--- src/sv/pto_pkg.sv ---
`timescale 1ns / 1ps
`default_nettype none
// ----------------------------------------------------------------------------
// pto_pkg
// shared types, command codes and default sizes for the torque selector
// ----------------------------------------------------------------------------
package pto_pkg;

  localparam int MAX_COMPS_DEF       = 1024;
  localparam int MAX_PINS_DEF        = 4096;
  localparam int MAX_NETS_DEF        = 2048;
  localparam int MAX_NET_ENTRIES_DEF = 4096;
  localparam int COORD_BITS_DEF      = 24;

  localparam int IDX_W    = 12;
  localparam int VAL_W    = 24;
  localparam int FIRST_W  = 12;
  localparam int COUNT_W  = 13;
  localparam int NET_W    = 12;
  localparam int OWNER_W  = 10;
  localparam int NSTART_W = 13;
  localparam int MEMBER_W = 12;
  localparam int MAG_W    = 62;

  localparam logic [3:0]       MASK_RESET = 4'hF;
  localparam logic [MAG_W-1:0] MAG_MAX    = {MAG_W{1'b1}};

  typedef enum logic [2:0] {
    CMD_COMP_POS   = 3'd0,
    CMD_COMP_PINS  = 3'd1,
    CMD_PIN_OFF    = 3'd2,
    CMD_PIN_LINK   = 3'd3,
    CMD_NET_START  = 3'd4,
    CMD_NET_MEMBER = 3'd5,
    CMD_QUERY      = 3'd6
  } cmd_t;

  // one load beat toward the tables
  typedef struct packed {
    logic               en;
    logic [2:0]         command;
    logic [IDX_W-1:0]   index;
    logic [1:0]         orient;
    logic [VAL_W-1:0]   value_a;
    logic [VAL_W-1:0]   value_b;
    logic               no_net;
  } pto_wr_t;

  // read addresses, one per table, registered data back next cycle
  typedef struct packed {
    logic [15:0] comp_addr;
    logic [1:0]  pin_orient;
    logic [15:0] pin_idx;
    logic [15:0] link_addr;
    logic [16:0] ns_addr;
    logic [15:0] mem_addr;
  } pto_rd_t;

endpackage
`default_nettype wire

--- src/sv/pto_mul.sv ---
`timescale 1ns / 1ps
`default_nettype none
// ----------------------------------------------------------------------------
// pto_mul
// shared signed multiplier with registered product
// ----------------------------------------------------------------------------
module pto_mul #(
  parameter int COORD_BITS = pto_pkg::COORD_BITS_DEF
) (
  input  wire logic                             clk,
  input  wire logic signed [COORD_BITS-1:0]     a,
  input  wire logic signed [COORD_BITS+1:0]     b,
  output logic signed [2*COORD_BITS+1:0]        prod
);
  localparam int PW = 2 * COORD_BITS + 2;

  always_ff @(posedge clk) begin
    prod <= PW'(a) * PW'(b);
  end

endmodule
`default_nettype wire
--- config.mk ---
export PLATFORM = sky130hd
export DESIGN_NAME = pto_mul
export DESIGN_NICKNAME = d
export VERILOG_FILES = /design/src/sv/pto_pkg.sv /design/src/sv/pto_mul.sv
export SDC_FILE = /design/constraint.sdc
export NUM_CORES = 2
export LEC_CHECK = 0
export BUFFER_PORTS_ARGS = -buffer_cell sky130_fd_sc_hd__buf_2
export CORE_UTILIZATION = 50
export DETAILED_ROUTE_END_ITERATION = 10
export PLACE_DENSITY = 0.67
export SYNTH_ARGS = -nofsm -noshare
export SYNTH_HDL_FRONTEND = slang
export SYNTH_SLANG_ARGS = --single-unit
--- constraint.sdc ---
create_clock -name clk -period 11.6 [get_ports clk]
set_input_delay 2.32 -clock clk [delete_from_list [all_inputs] [get_ports clk]]
set_output_delay 2.32 -clock clk [all_outputs]
set_load 0.01 [all_outputs]
### Yosys cells after proc, flatten, opt, wreduce, memory -nomap -nowiden

Cells that the tools add are included.

| word-level totals | value |
|---|---|
| output and inout port bits | 50 |
| memories | 0 |
| bits in read-only memories | 0 |
| bits in writable memories | 0 |
| bits in registers | 50 |
| logic and storage cells | 2 |
| bits in latches | 0 |

| cells by class | value |
|---|---|
| multiply operators | 1 |
| reduce and logical (&&, ||, !) cells | 0 |
| div/mod/pow operators | 0 |
| add/sub/neg operators | 0 |
| shift-type cells | 0 |
| bitwise gates (word level) | 0 |
| muxes and demuxes | 0 |
| equal/unequal tests | 0 |
| $lt $le $gt $ge | 0 |

Operators with widths:

| kind | count |
|---|---|
| multiplier 24 x 26 -> 50 bit | 1 |

### Longest topological paths before layout

| depth | value |
|---|---|
| depth after elaboration | 1 |
| depth in mapped cells | 26 |
| gate-level depth less buffers | 24 |

### Worst setup path after synthesis

Ideal clock, no wire load.

| timing | value |
|---|---|
| kind | in2reg |
| start | input a[3] |
| end | register prod[44] |
| cell stages on the path | 25 |
| setup slack | 2938 ps |
| path buffers | 3 |
| setup time | 130 ps |
| data arrival time | 8532 ps |
| path through | clkbuf_1 -> clkbuf_1 -> nand2_1 -> fa_1 -> inv_1 -> fa_1 -> inv_1 -> fa_1 -> fa_1 -> inv_1 -> fa_1 -> fa_1 -> inv_1 -> fa_1 -> inv_1 -> ha_1 -> buf_2 -> a21o_1 -> o21bai_1 -> a2111oi_4 -> a221oi_2 -> o21ai_1 -> or3b_4 -> a211oi_1 -> nor3_1 |

| on the way | value |
|---|---|
| longest elaborated chain between the ends | 1 |

Ends and longest elaborated chain:

| what | line | RTL |
|---|---|---|
| from (decl) | pto_mul.sv:11 | `input wire logic signed [COORD_BITS-1:0] a,` |
| multiplier 24 x 26 -> 50 bit | pto_mul.sv:18 | `prod <= PW'(a) * PW'(b);` |
| to (signal assigned) | pto_mul.sv:18 |  |
| to (decl) | pto_mul.sv:13 | `output logic signed [2*COORD_BITS+1:0] prod` |

Every way passes these cells.

### Worst setup path after layout

| timing | value |
|---|---|
| start | input a[0] |
| end | register prod[47] |

Same word-level chain as after synthesis.

==> flow_metrics.env <==
export IMPL_grt_ovfl_total=0
export IMPL_yosys_top_cells_count="inv_1, fa_1, nand2_1, and2_1, ha_1"
export IMPL_wl_per_cell_um=18.33
export IMPL_worstHoldStart="a[0]"
export IMPL_grt_usage_pct=25.63
export IMPL_synth_net_count=3418
export IMPL_drt_first_pass_iters=10
export IMPL_timing_setup_tns_ns=0
export IMPL_critPathSlowestCell="fa_1"
export IMPL_worst_slew_pin_slew_ns=0.7615
export IMPL_n_fill_cell=4332
export IMPL_ant_nets=0
export IMPL_core_um2=46850
export IMPL_clk_path_buf_depth=2
export IMPL_status="complete, but fails checks"
export IMPL_die_y_um=220.5
export IMPL_synth_edff_count=0
export IMPL_cap_viol_max_count=0
export IMPL_synth_top_cell_area_share_pct=54.59
export IMPL_holdCritPathClass="input port to register"
export IMPL_drive_gt1_share_pct=4.395
export IMPL_synth_avg_cell_area_um2=9.261
export IMPL_fin_crit_ns=9.242
export IMPL_cp_max_fo=26
export IMPL_crit_top_cell="fa_1"
export IMPL_io_pins=101
export IMPL_yosysMostFrequentCell="inv_1"
export IMPL_relSlewSlack_pct=47.92
export IMPL_period_share_pct=79.68
export IMPL_cts_resized=0
export IMPL_antenna_found_initial=1
export IMPL_setup_worst_path_start="a[0]"
export IMPL_grt_pass1_vias=18860
export IMPL_row_count=79
export IMPL_end_kind="register"
export IMPL_dieArea_um2=48630
export IMPL_violations="DRC"
export IMPL_port_buffer_count=100
export IMPL_async_reset_ff_share_pct=0
export IMPL_cts_tree="built"
export IMPL_synth_area_leader_cell="fa_1"
export IMPL_routed_via_density=5.306
export IMPL_rsz0062_at_grt="false"
export IMPL_finalSetupViolCount=0
export IMPL_grt_max_degree=27
export IMPL_drtIter0Drc=1033
export IMPL_grt_pass1_wl_um=95850
export IMPL_path_class="input port to register"
export IMPL_critPathLaunchType="input port"
export IMPL_clock_root_buffer="clkbuf_16"
export IMPL_regMostFlops="prod"
export IMPL_ys_flop_type="dfxtp_1"
export IMPL_ys_seq_area_share_pct=4.193
export IMPL_wl_um=58250
export IMPL_post_cts_buffers=0
export IMPL_yosys_warnings=0
export IMPL_place_gp_congestion=0.9098
export IMPL_post_dp_hpwl_um=48930
export IMPL_top_regs="prod x50"
export IMPL_cts_buffers=5
export IMPL_path_cells="buf_2 -> nand2_1 -> inv_1 -> fa_1 -> fa_1 -> inv_1 -> fa_1 -> fa_1 -> fa_1 -> inv_1 -> fa_1 -> inv_1 -> fa_1 -> inv_1 -> ha_1 -> a21oi_1 -> o21ai_0 -> a2111oi_0 -> o211ai_1 -> o211ai_1 -> o311ai_1 -> xor2_1"
export IMPL_final_hold_viol_count=0
export IMPL_fmax_mhz=108.2
export IMPL_largest_register_ffs=50
export IMPL_nets=3410
export IMPL_antenna_cells=0
export IMPL_crit_required_ns=11.78
export IMPL_cts_sinks=50
export IMPL_drcViolationCount=4
export IMPL_cts_hold_buffers_added=0
export IMPL_cts_htree_levels=2
export IMPL_syn_to_final_growth_pct=4.266
export IMPL_dieWidth_um=220.5
export IMPL_synthCells=2578
export IMPL_cp_arrival_ns=9.43
export IMPL_syn_area_um2=23870
export IMPL_cpPeakStageDelay_ns=0.70
export IMPL_synth_cell_types=50
export IMPL_synth_seq_cells=50
export IMPL_drv_slew=0
export IMPL_clkTransAtPathRegs_ns=0.08
export IMPL_via_count=16860
export IMPL_start_util_pct=50.96
export IMPL_yosys_top_cells_area="fa_1, inv_1, and2_1"
-- metrics by stage --
stage | setup WS, ns | instances | hold slack (ns) | area [µm²] | utilization (%)
global placement | 2.197 | 3170 | 2.715 | 24700 | 52.72
finish | 2.358 | 3178 | 2.522 | 24890 | 53.13
detailed placement | 2.130 | 3170 | 2.712 | 24700 | 52.72
global route | 2.019 | 3178 | 2.539 | 24890 | 53.13
CTS | 2.440 | 3178 | 2.508 | 24890 | 53.13
floorplan | 2.938 | 2578 | 2.447 | 23870 | -
-- layout make-up --
cell class | count | area, µm² | share of cell area (%)
clock inverter | 3 | 68.82 | 0.2765
multi-input combinational | 1723 | 19850 | 79.73
timing repair buffer | 100 | 500.5 | 2.011
clock buffer | 5 | 125.1 | 0.5026
inverter | 690 | 2590 | 10.40
sequential | 50 | 1001 | 4.021
tap | 607 | 759.5 | 3.051
-- cell families after synthesis --
family                   share of synthesized area (%)
AO/OA/AOI/OAI                                    4.203
XOR/XNOR                                         2.018
adder cells (fa/ha/maj)                          61.82
buffers and inverters                            12.67
flip-flops                                       4.193
AND/OR/NAND/NOR                                  15.09
-- critical path: cells and delay by family --
| family | cells | cell delay, ns |
|---|---|---|
| AO/OA/AOI/OAI | 6 | 1.76 |
| XOR/XNOR | 1 | 0.17 |
| adder cells (fa/ha/maj) | 8 | 4.10 |
| buffers and inverters | 6 | 0.90 |
| AND/OR/NAND/NOR | 1 | 0.17 |
-- worst paths after layout --
| kind | cells past startpoint | endpoint | slack [ns] |
|---|---|---|---|
| max | 22 | prod[47] | 2.36 |
| min | 2 | prod[0] | 2.52 |
-- per-layer routing --
layer	routed length [µm]	GRT usage, %	part of all wire (%)	vias to the layer above
li1	-	-	-	7333
met1	21150	29.96	36	8939
met2	32170	48.35	55	469
met3	2799	2.955	4.8	118
met4	2126	8.653	3.6	2
met5	11	0	0.019	-
-- cell usage in the layout (no fill, tap or decap), types with 11 or more instances in the layout --
cell type,synthesis,routed
buf_2,3,100
nand2_1,343,343
o21bai_1,11,11
a21o_1,19,19
ha_1,138,138
xor2_1,16,16
dfxtp_1,50,50
and2_1,286,286
o21ai_0,26,26
inv_1,689,689
xnor2_1,39,39
a21oi_1,38,38
fa_1,651,651
nor2_1,46,46
Power is not shown: default switching activity piles up to over one toggle a cycle in this logic, so the estimate is an artifact.
