<file path="src/sv/pto_pkg.sv">
`timescale 1ns / 1ps
`default_nettype none
// ----------------------------------------------------------------------------
// pto_pkg
// shared types, command codes and default sizes for the torque selector
// ----------------------------------------------------------------------------
package pto_pkg;

  localparam int MAX_COMPS_DEF       = 1024;
  localparam int MAX_PINS_DEF        = 4096;
  localparam int MAX_NETS_DEF        = 2048;
  localparam int MAX_NET_ENTRIES_DEF = 4096;
  localparam int COORD_BITS_DEF      = 24;

  localparam int IDX_W    = 12;
  localparam int VAL_W    = 24;
  localparam int FIRST_W  = 12;
  localparam int COUNT_W  = 13;
  localparam int NET_W    = 12;
  localparam int OWNER_W  = 10;
  localparam int NSTART_W = 13;
  localparam int MEMBER_W = 12;
  localparam int MAG_W    = 62;

  localparam logic [3:0]       MASK_RESET = 4'hF;
  localparam logic [MAG_W-1:0] MAG_MAX    = {MAG_W{1'b1}};

  typedef enum logic [2:0] {
    CMD_COMP_POS   = 3'd0,
    CMD_COMP_PINS  = 3'd1,
    CMD_PIN_OFF    = 3'd2,
    CMD_PIN_LINK   = 3'd3,
    CMD_NET_START  = 3'd4,
    CMD_NET_MEMBER = 3'd5,
    CMD_QUERY      = 3'd6
  } cmd_t;

  // one load beat toward the tables
  typedef struct packed {
    logic               en;
    logic [2:0]         command;
    logic [IDX_W-1:0]   index;
    logic [1:0]         orient;
    logic [VAL_W-1:0]   value_a;
    logic [VAL_W-1:0]   value_b;
    logic               no_net;
  } pto_wr_t;

  // read addresses, one per table, registered data back next cycle
  typedef struct packed {
    logic [15:0] comp_addr;
    logic [1:0]  pin_orient;
    logic [15:0] pin_idx;
    logic [15:0] link_addr;
    logic [16:0] ns_addr;
    logic [15:0] mem_addr;
  } pto_rd_t;

endpackage
`default_nettype wire

</file>
<file path="src/sv/pto_div.sv">
`timescale 1ns / 1ps
`default_nettype none
// ----------------------------------------------------------------------------
// pto_div
// restoring divider, one quotient bit per cycle, truncates toward zero
// ----------------------------------------------------------------------------
module pto_div #(
  parameter int SUM_W = pto_pkg::COORD_BITS_DEF + 14
) (
  input  wire logic                            clk,
  input  wire logic                            rst_n,
  input  wire logic                            start,
  input  wire logic signed [SUM_W-1:0]         dividend,
  input  wire logic [pto_pkg::COUNT_W-1:0]     divisor,
  output logic                                 done,
  output logic signed [SUM_W-1:0]              quotient
);
  import pto_pkg::*;

  localparam int CNT_W = $clog2(SUM_W + 1);

  logic               busy_r;
  logic               done_r;
  logic               neg_r;
  logic [CNT_W-1:0]   cnt_r;
  logic [SUM_W-1:0]   mag_r;
  logic [COUNT_W-1:0] rem_r;
  logic [COUNT_W-1:0] dvs_r;
  logic [COUNT_W:0]   rem_sh;
  logic               ge;

  assign rem_sh = {rem_r, mag_r[SUM_W-1]};
  assign ge     = rem_sh >= {1'b0, dvs_r};

  always_ff @(posedge clk) begin
    if (!rst_n) begin
      busy_r <= 1'b0;
      done_r <= 1'b0;
    end else begin
      done_r <= 1'b0;
      if (start) begin
        busy_r <= 1'b1;
        neg_r  <= dividend[SUM_W-1];
        mag_r  <= dividend[SUM_W-1] ? SUM_W'(-dividend) : SUM_W'(dividend);
        dvs_r  <= divisor;
        rem_r  <= '0;
        cnt_r  <= CNT_W'(SUM_W);
      end else if (busy_r) begin
        rem_r <= ge ? COUNT_W'(rem_sh - {1'b0, dvs_r}) : COUNT_W'(rem_sh);
        mag_r <= {mag_r[SUM_W-2:0], ge};
        cnt_r <= cnt_r - CNT_W'(1);
        if (cnt_r == CNT_W'(1)) begin
          busy_r <= 1'b0;
          done_r <= 1'b1;
        end
      end
    end
  end

  assign done     = done_r;
  assign quotient = neg_r ? -$signed(mag_r) : $signed(mag_r);

  a_no_restart: assert property (@(posedge clk) disable iff (!rst_n)
    start |-> !busy_r) else $error("divider started while busy");

endmodule
`default_nettype wire

</file>
<file path="config.mk">
export PLATFORM = sky130hd
export DESIGN_NAME = pto_div
export DESIGN_NICKNAME = d
export VERILOG_FILES = /design/src/sv/pto_pkg.sv /design/src/sv/pto_div.sv
export SDC_FILE = /design/constraint.sdc
export NUM_CORES = 1
export LEC_CHECK = 0
export ABC_AREA = 1
export BUFFER_PORTS_ARGS = -buffer_cell sky130_fd_sc_hd__buf_2
export CORE_ASPECT_RATIO = 1.75
export CORE_UTILIZATION = 42
export CTS_BUF_LIST = sky130_fd_sc_hd__clkbuf_2
export DETAILED_ROUTE_END_ITERATION = 8
export PLACE_DENSITY = 0.69
export SLEW_MARGIN = 5
export SYNTH_ARGS = -nofsm -noshare
export SYNTH_HDL_FRONTEND = slang
export SYNTH_SLANG_ARGS = --single-unit
</file>
<file path="constraint.sdc">
create_clock -name clk -period 4 [get_ports clk]
set_clock_uncertainty 0.1 [all_clocks]
set_input_delay 1 -clock clk [delete_from_list [all_inputs] [get_ports clk]]
set_output_delay 1 -clock clk [all_outputs]
set_load 0.02 [all_outputs]
</file>
---- Word level (Yosys, flattened, before mapping) ----
Cells that the tools add are included.
cells by class
  $add $sub $neg .......................... 4
  $lt $le $gt $ge ......................... 1
  equality and inequality tests ........... 1
  mux-type cells .......................... 11
  bitwise operators ....................... 2
  reduce and logical (&&, ||, !) cells .... 4
operator list
  kind                   number
  $mux W38               4
  $neg A38 Y38           2
  $mux W13               2
  $ge A14 B13 Y1         1
  $sub A13 B13 Y13       1
  $eq A6 B1 Y1 const B   1
  $mux W6                1
  $sub A6 B1 Y6 const B  1
  $mux W1                4
  $reduce_and A2 Y1      2
  $reduce_or A3 Y1       1
  $not A1 Y1             2
  $reduce_bool A2 Y1     1
storage, ports and cells
  flip-flop bits (word level) ............. 73
  input port bits ......................... 54
  word-level logic and storage cells ...... 30

---- Depth between registers and ports, before layout ----
Gate-level depths: netlist of run 1.
  depth in word-level cells ............... 4
  mapped depth ............................ 14

---- Worst setup path after synthesis of run 1 ----
No wires, ideal clock.
  path kind ............................... input to register
  start point ............................. in start
  end point ............................... reg cnt_r[0], enable pin
  setup time .............................. 0.417 ns
  arrival time ............................ 2.493 ns
  setup slack ............................. 0.990 ns
  stages on the path ...................... 3
  cell sequence ........................... buf_2 nand2_1 nand2_1
between the ends
  cells in the longest elaborated chain, start to end .. 2
RTL lines
  element                              line           source
  start, declared                      pto_div.sv:12  input wire logic start,
  $reduce_bool A2 Y1 (no source line)  -
  $reduce_and A2 Y1 (no source line)   -
  end signal, assigned                 pto_div.sv:47  cnt_r <= CNT_W'(SUM_W);
  end signal, assigned                 pto_div.sv:51  cnt_r <= cnt_r - CNT_W'(1);
  end, declared                        pto_div.sv:25  logic [CNT_W-1:0] cnt_r;
No other way between the ends.
A chain may end at the register's enable or synchronous reset.

---- Final worst setup path of run 1 ----
  start point ............................. reg mag_r[0]
  end point ............................... out quotient[20]
between the ends
  cells in the longest elaborated chain, start to end .. 2
RTL lines
  element                 line           source
  start, declared         pto_div.sv:26  logic [SUM_W-1:0] mag_r;
  start signal, assigned  pto_div.sv:44  mag_r <= dividend[SUM_W-1] ? SUM_W'(-dividend) : SUM_W'(dividend);
  start signal, assigned  pto_div.sv:50  mag_r <= {mag_r[SUM_W-2:0], ge};
  $neg A38 Y38            pto_div.sv:61  assign quotient = neg_r ? -$signed(mag_r) : $signed(mag_r);
  $mux W38                pto_div.sv:61
  end, declared           pto_div.sv:16  output logic signed [SUM_W-1:0] quotient
No other way between the ends.

==> summary.md, run 1 <==
| Metric | Value |
|---|---|
| Min-delay src | `busy_r` |
| Clock-pin transition on the worst setup and hold timing paths | `200 ps` |
| First-pass GRT wire length | `26.61 mm` |
| Placed Area | `6684 um^2` |
| Die Span X | `92.73 um` |
| # H-tree levels | `3` |
| Worst slew pin tran | `672.9 ps` |
| Syn_area_per_cell | `6.931 um^2` |
| Reg2reg end | `rem_r[9]` |
| FF-to-FF setup slack | `between 1000 and 1500 ps` |
| Worst hold path depth | `2` |
| Cell family with most CP delay | `simple AND/OR/NAND/NOR gates` |
| Antenna-violating nets left | `0` |
| Pins Over Slew Limit | `0` |
| Post-CTS Resized | `0` |
| Design area | `a little under 7000 um^2` |
| Critical path required time | `~2900 ps` |
| CP Buf/Inv Count | `2` |
| Total grt overflow | `0` |
| CP endpoint kind | `output pin` |
| Clock latency reported for the late side of the worst-skew pair | `560 ps` |
| Area Growth Syn to Fin | `12.70%` |
| Ys Warns | `0` |
| Fmax | `about 270 MHz` |
| Worst vdd ir | `about 0.13 mV` |
| Final Critical Period | `3704 ps` |
| Crit path max fanout | `4` |
| Nets | `1032` |
| Pwr/cell area | `333.6 nW/um^2` |
| Yosys cell types | `45` |
| Die H | `160.8 um` |
| Hold-fix buffers, CTS | `0` |
| Avg WL per Cell | `about 15 um` |
| Total power | `2.275 mW` |
| Worst Hold Endpoint | `done` |
| Largest net degree at the start of global routing | `59` |
| TritonCTS Buffers | `9` |
| Vias per cell | `5.187` |
| I/O pins | `93` |
| RePlAce Congestion | `between 0.9 and 1` |
| Worst path cell trace | `inv_1 > ha_1 > nand4_1 > nor2_2 > nand2_1 > o21ai_2 > xor2_1 > buf_2` |
| LEAKAGE | `3.245 nW` |
| Final hold violations | `0` |
| Final HPWL DP | `13.81 mm` |
| Max Cap Violations | `0` |
| Syn_nets | `around 950` |
| Overall routing resource usage | `roughly a quarter` |
| Synthesized area | `~6000 um^2` |
| Post-CTS Setup Bufs | `0` |
| Proportion of layout cells with a drive suffix above 1 | `14.82%` |
| CTS tree | `built` |
| Fin crit share | `between 90% and 100%` |
| Clock Tree Root | `clkbuf_2` |
| Die Area | `14910 um^2` |
| Initial Util | `43.29%` |
| First-pass DRT Iterations | `7` |
| Worst Reg-to-Reg Cells | `13` |
| Status | `completed` |
| DR vias | `5929` |
| Post-synthesis cell count | `873` |
| Final WL | `17.00 mm` |
| Final setup viols | `0` |
| CTS sink count | `73` |
| Largest stage delay on the critical path | `between 400 and 500 ps` |
| Starting DRT DRC Count | `278` |
| Crit path kind | `reg -> out` |
| Relative slew slack | `a little under three fifths` |
| Drc violations | `0` |
| Fin util | `48.78%` |
| Register area share after synthesis | `35.90%` |
| Initial antenna violation count | `1` |
| Max clock buf depth | `2` |
| Critical path launch point type | `flip-flop` |
| Unrepaired setup endpoints after global routing | `false` |
| CP max-delay cell | `edfxtp_1` |
| Reg2Reg Launch Point | `mag_r[37]` |
| Seq cells post-synth | `73` |
| Cell Rows | `57` |
| Port Buf Inserts | `92` |
| Hold Crit Class | `reg -> reg` |
| Core region area | `13980 um^2` |
| Crit path DAT | `2600 ps` |
| Number of global-route vias before repair | `5621` |
| Post-Route Setup TNS | `0 ps` |
-- cells in the mapped netlist, drive strengths merged --
cell	number	area (um^2)
a21o	2	15.01
a21oi	15	93.85
a31oi	3	18.77
and3	2	12.51
buf	10	60.05
clkbuf	11	41.29
clkinv	2	7.510
dfxtp	2	40.04
edfxtp	71	2132
fa	1	20.02
ha	17	212.7
inv	118	442.9
nand2	251	959.7
nand3	74	392.9
nand3b	6	45.04
nand4	22	143.9
nor2	143	564.3
nor3	7	56.31
nor4	1	6.260
o211ai	1	7.510
o21a	1	7.510
o21ai	59	310.3
o21bai	1	7.510
o22ai	4	25.02
o31ai	1	7.510
o41ai	1	8.760
xnor2	11	96.34
xor2	36	315.3
-- worst reg2reg max path: stages (launching register included) --
cell and delay [ps]:
edfxtp_1 470, inv_1 90, ha_1 170, inv_1 60, fa_1 410, nand3_1 120
nand2_2 110, nand2_2 90, nand2_4 70, nand3_4 100, nand3_2 370, inv_2 220
nor2_1 70, nor2_1 110
-- cells in the final DEF (no fill, tap or decap), drive strengths merged --
cell type	count
edfxtp	71
dfxtp	2
o21ai	59
a31oi	3
fa	1
xor2	36
o41ai	1
nor4	1
nor3	7
bufinv	2
and3	2
o21bai	1
diode	1
a21oi	15
nand3b	6
o31ai	1
clkinv	6
o21a	1
nand4	22
nand2	251
o211ai	1
inv	118
xnor2	11
nand3	74
nor2	143
o22ai	4
buf	97
clkbuf	10
ha	17
a21o	2
-- final cells by class --
| cell class | instances | area (um^2) |
|---|---|---|
| repair buffers | 97 | 510.5 |
| clock inverters | 6 | 82.58 |
| fillers | 1531 | 7159 |
| flip-flops and latches | 73 | 2172 |
| diodes | 1 | 2.502 |
| clock buffers | 10 | 50.05 |
| multi-input cells | 659 | 3329 |
| well taps | 177 | 221.5 |
| inverters | 120 | 450.4 |
-- state kept, by name, indices dropped and copies added, names as in the netlist --
signal and flops:
busy_r 1, cnt_r 6, done 1, dvs_r 13, mag_r 38, neg_r 1, rem_r 13
-- power by group --
part / switching, mW / leakage (nW) / internal (mW) / total (mW)
Sequential: 0.0532 / 0.702 / 0.938 / 0.991
Clock: 0.277 / 0.0833 / 0.207 / 0.484
Combinational: 0.532 / 2.46 / 0.268 / 0.800
Total: 0.862 / 3.25 / 1.41 / 2.27
-- how the worst max path moves through the flow --
stage                     startpoint      endpoint  cells after the start
after global routing        mag_r[0]  quotient[28]                      9
after detailed placement    mag_r[0]  quotient[20]                      8
after floorplan                start      cnt_r[0]                      3
after CTS                   mag_r[0]  quotient[20]                      8
final                       mag_r[0]  quotient[20]                      8
after global placement      mag_r[0]  quotient[20]                      8
-- metrics by stage --
| step | std cells | hold WS, ps | worst slack [ps] |
|---|---|---|---|
| 3_3_place_gp | 1126 | 369.0 | 997.9 |
| 3_5_place_dp | 1126 | 376.5 | 926.2 |
| 5_1_grt | 1143 | 420.0 | 84.18 |
| 4_1_cts | 1142 | 401.1 | 289.1 |
| 6_report | 1143 | 399.3 | 296.4 |
| 2_1_floorplan | 873 | 336.2 | 990.4 |
-- routing by layer --
layer  global-route usage (%)  vias to the layer above  part of all wire, %
met5                        0                        -                    0
met1                    23.36                     2681                   36
li1                         -                     2993                    -
met2                    44.98                      196                   54
met4                    13.22                        0                  5.2
met3                    2.557                       59                  4.6
-- kinds of logic after synthesis --
logic type      share of synthesized area [%]
xor+xnor                                6.803
flops                                   35.90
buf+inv                                 9.119
simple gates                            36.04
compound gates                          8.292
fa+ha+maj                               3.846
No activity file was read; power rests on OpenSTA's default activity.
==> inputs of run 2 (changes only) <==
--- a/config.mk
+++ b/config.mk
@@ -12,6 +12,7 @@
 export CTS_BUF_LIST = sky130_fd_sc_hd__clkbuf_2
 export DETAILED_ROUTE_END_ITERATION = 8
 export PLACE_DENSITY = 0.69
+export SETUP_SLACK_MARGIN = 0.3
 export SLEW_MARGIN = 5
 export SYNTH_ARGS = -nofsm -noshare
 export SYNTH_HDL_FRONTEND = slang
==> summary.md, run 2 (same netlist as run 1, synthesis figures left out) <==
| Metric | Value |
|---|---|
| Status | `completed` |
| Fin crit share | `about 90%` |
| Final hold violations | `0` |
| Worst vdd ir | `0.1265 mV` |
| Commonest non-fill, non-tap cell in the layout | `nand2_1` |
| Clock-pin transition on the worst setup and hold timing paths | `200 ps` |
| Total grt overflow | `0` |
| Cell Rows | `57` |
| Die Span X | `92.73 um` |
| Initial antenna violation count | `1` |
| FILL cells | `approximately 1500` |
| Die Area | `around 15000 um^2` |
| Unrepaired setup endpoints after global routing | `true` |
| Largest Register | `mag_r` |
| Fmax | `276.7 MHz` |
| Largest net degree at the start of global routing | `59` |
| Most frequent cells in the layout | `nand2_1 (243), nor2_1 (131), inv_1 (114)` |
| Crit path max fanout | `5` |
| Worst slew pin tran | `672.4 ps` |
| Max reg flops | `38` |
| Area Growth Syn to Fin | `14.19%` |
| Nets | `1035` |
| Final cell count without fillers | `between 1000 and 1500` |
| Top flop regs | `mag_r: 38 flops, dvs_r: 13 flops, rem_r: 13 flops` |
| Pins Over Slew Limit | `0` |
| Starting DRT DRC Count | `approximately 350` |
| Critical path required time | `between 2000 and 3000 ps` |
| Critical path launch point type | `flip-flop` |
| Hold Crit Class | `reg -> reg` |
| Largest stage delay on the critical path | `470 ps` |
| Proportion of layout cells with a drive suffix above 1 | `16.32%` |
| RePlAce Congestion | `0.9093` |
| CP max-delay cell | `edfxtp_1` |
| Final HPWL DP | `13.81 mm` |
| Hold-fix buffers, CTS | `0` |
| Final Critical Period | `3614 ps` |
| Final WL | `17.04 mm` |
| Port Buf Inserts | `92` |
| M1 WL | `roughly 6.1 mm` |
| First-pass DRT Iterations | `7` |
| Initial Util | `43.29%` |
| First-pass GRT wire length | `between 20 and 30 mm` |
| Crit path kind | `reg -> out` |
| Post-Route Setup TNS | `0 ps` |
| Cell family with most CP delay | `simple AND/OR/NAND/NOR gates` |
| Drc violations | `0` |
| Number of global-route vias before repair | `5663` |
| CP Buf/Inv Count | `2` |
| Relative slew slack | `between 50% and 60%` |
| Avg WL per Cell | `roughly 15 um` |
| Antenna-violating nets left | `0` |
| Clock Tree Root | `clkbuf_2` |
| Max Cap Violations | `0` |
| CTS sink count | `73` |
| Reg area | `around 2200 um^2` |
| Crit path DAT | `about 2500 ps` |
| Clock latency reported for the late side of the worst-skew pair | `540 ps` |
| Cells after DPL | `1126` |
| Routed met3 length | `between 700 and 800 um` |
| DR vias | `5967` |
| LEAKAGE | `3.265 nW` |
| Multi-input gate area | `3392 um^2` |
| Core region area | `13980 um^2` |
| Final setup viols | `0` |
| Worst path cell trace | `buf_4 > nor3_2 > nand3_2 > nor2_2 > nand3_1 > nand2_1 > xor2_1 > buf_2` |
| Vias per cell | `5.207` |
| Pwr/cell area | `330.7 nW/um^2` |
| CTS tree | `built` |
| Die H | `160.8 um` |
| I/O pins | `93` |
| DR top layer | `met4` |
| CP endpoint kind | `output pin` |
| TritonCTS Buffers | `9` |
| # H-tree levels | `3` |
| Overall routing resource usage | `a little under a quarter` |
| Max clock buf depth | `2` |
| Met2 WL | `about 9.3 mm` |
run 2: changes by cell type in the layout (fill, tap and decap cells not counted), sizes merged:
cell  delta
buf      +3
run 2: stage by stage:
step	setup slack (ps)	hold WS, ps	util [%]	power [mW]	cell area [um^2]
6_report	385.9	396.5	49.43	2.285	6909
5_1_grt	220.8	420.0	49.43	2.412	6909
2_1_floorplan	990.4	336.2	-	1.572	6051
3_5_place_dp	926.2	376.5	47.82	1.809	6684
3_3_place_gp	997.9	369.0	47.82	1.797	6684
4_1_cts	324.8	401.1	48.82	2.282	6824
run 2: what timing repair did:
action,4_1_cts,5_1_grt
endpoints found under the setup margin,1,9
gates resized for setup,1,16
setup buffers,0,3
pin swaps,0,6
run 2: power breakdown:
part | switching (mW) | internal [mW] | leakage, nW
logic | 0.537 | 0.276 | 2.48
registers | 0.0531 | 0.938 | 0.702
clock network | 0.274 | 0.207 | 0.0833
run 2: final timing paths:
path              startpoint      endpoint  slack [ps]  depth (start not counted)
setup / recovery    mag_r[1]  quotient[35]         390                          8
hold / removal        busy_r          done         400                          2
setup reg to reg   mag_r[37]      rem_r[9]        1310                         13
hold reg to reg       busy_r          done         400                          2
run 2: cell type report:
cell class                 count  area share (%)
tap                          177           3.205
clock buffer                  10          0.7244
inverter                     120           6.519
antenna                        1         0.03622
sequential                    73           31.44
clock inverter                 6           1.195
multi-input combinational    659           49.09
timing repair buffer         100           7.787
run 2: worst reg2reg max path, stage by stage, from the launching register on:
cell and delay, ps:
edfxtp_1 460, inv_1 90, ha_1 170, inv_1 50, fa_1 410, nand3_1 120
nand2_2 110, nand2_2 90, nand2_4 70, nand3_4 100, nand3_2 360, inv_2 210
nor2_1 70, nor2_1 100
run 2: per-layer routing:
layer	GRT usage [%]	vias up
li1	-	2998
met1	23.42	2718
met2	44.95	197
met3	2.273	54
met4	13.64	0
met5	0	-
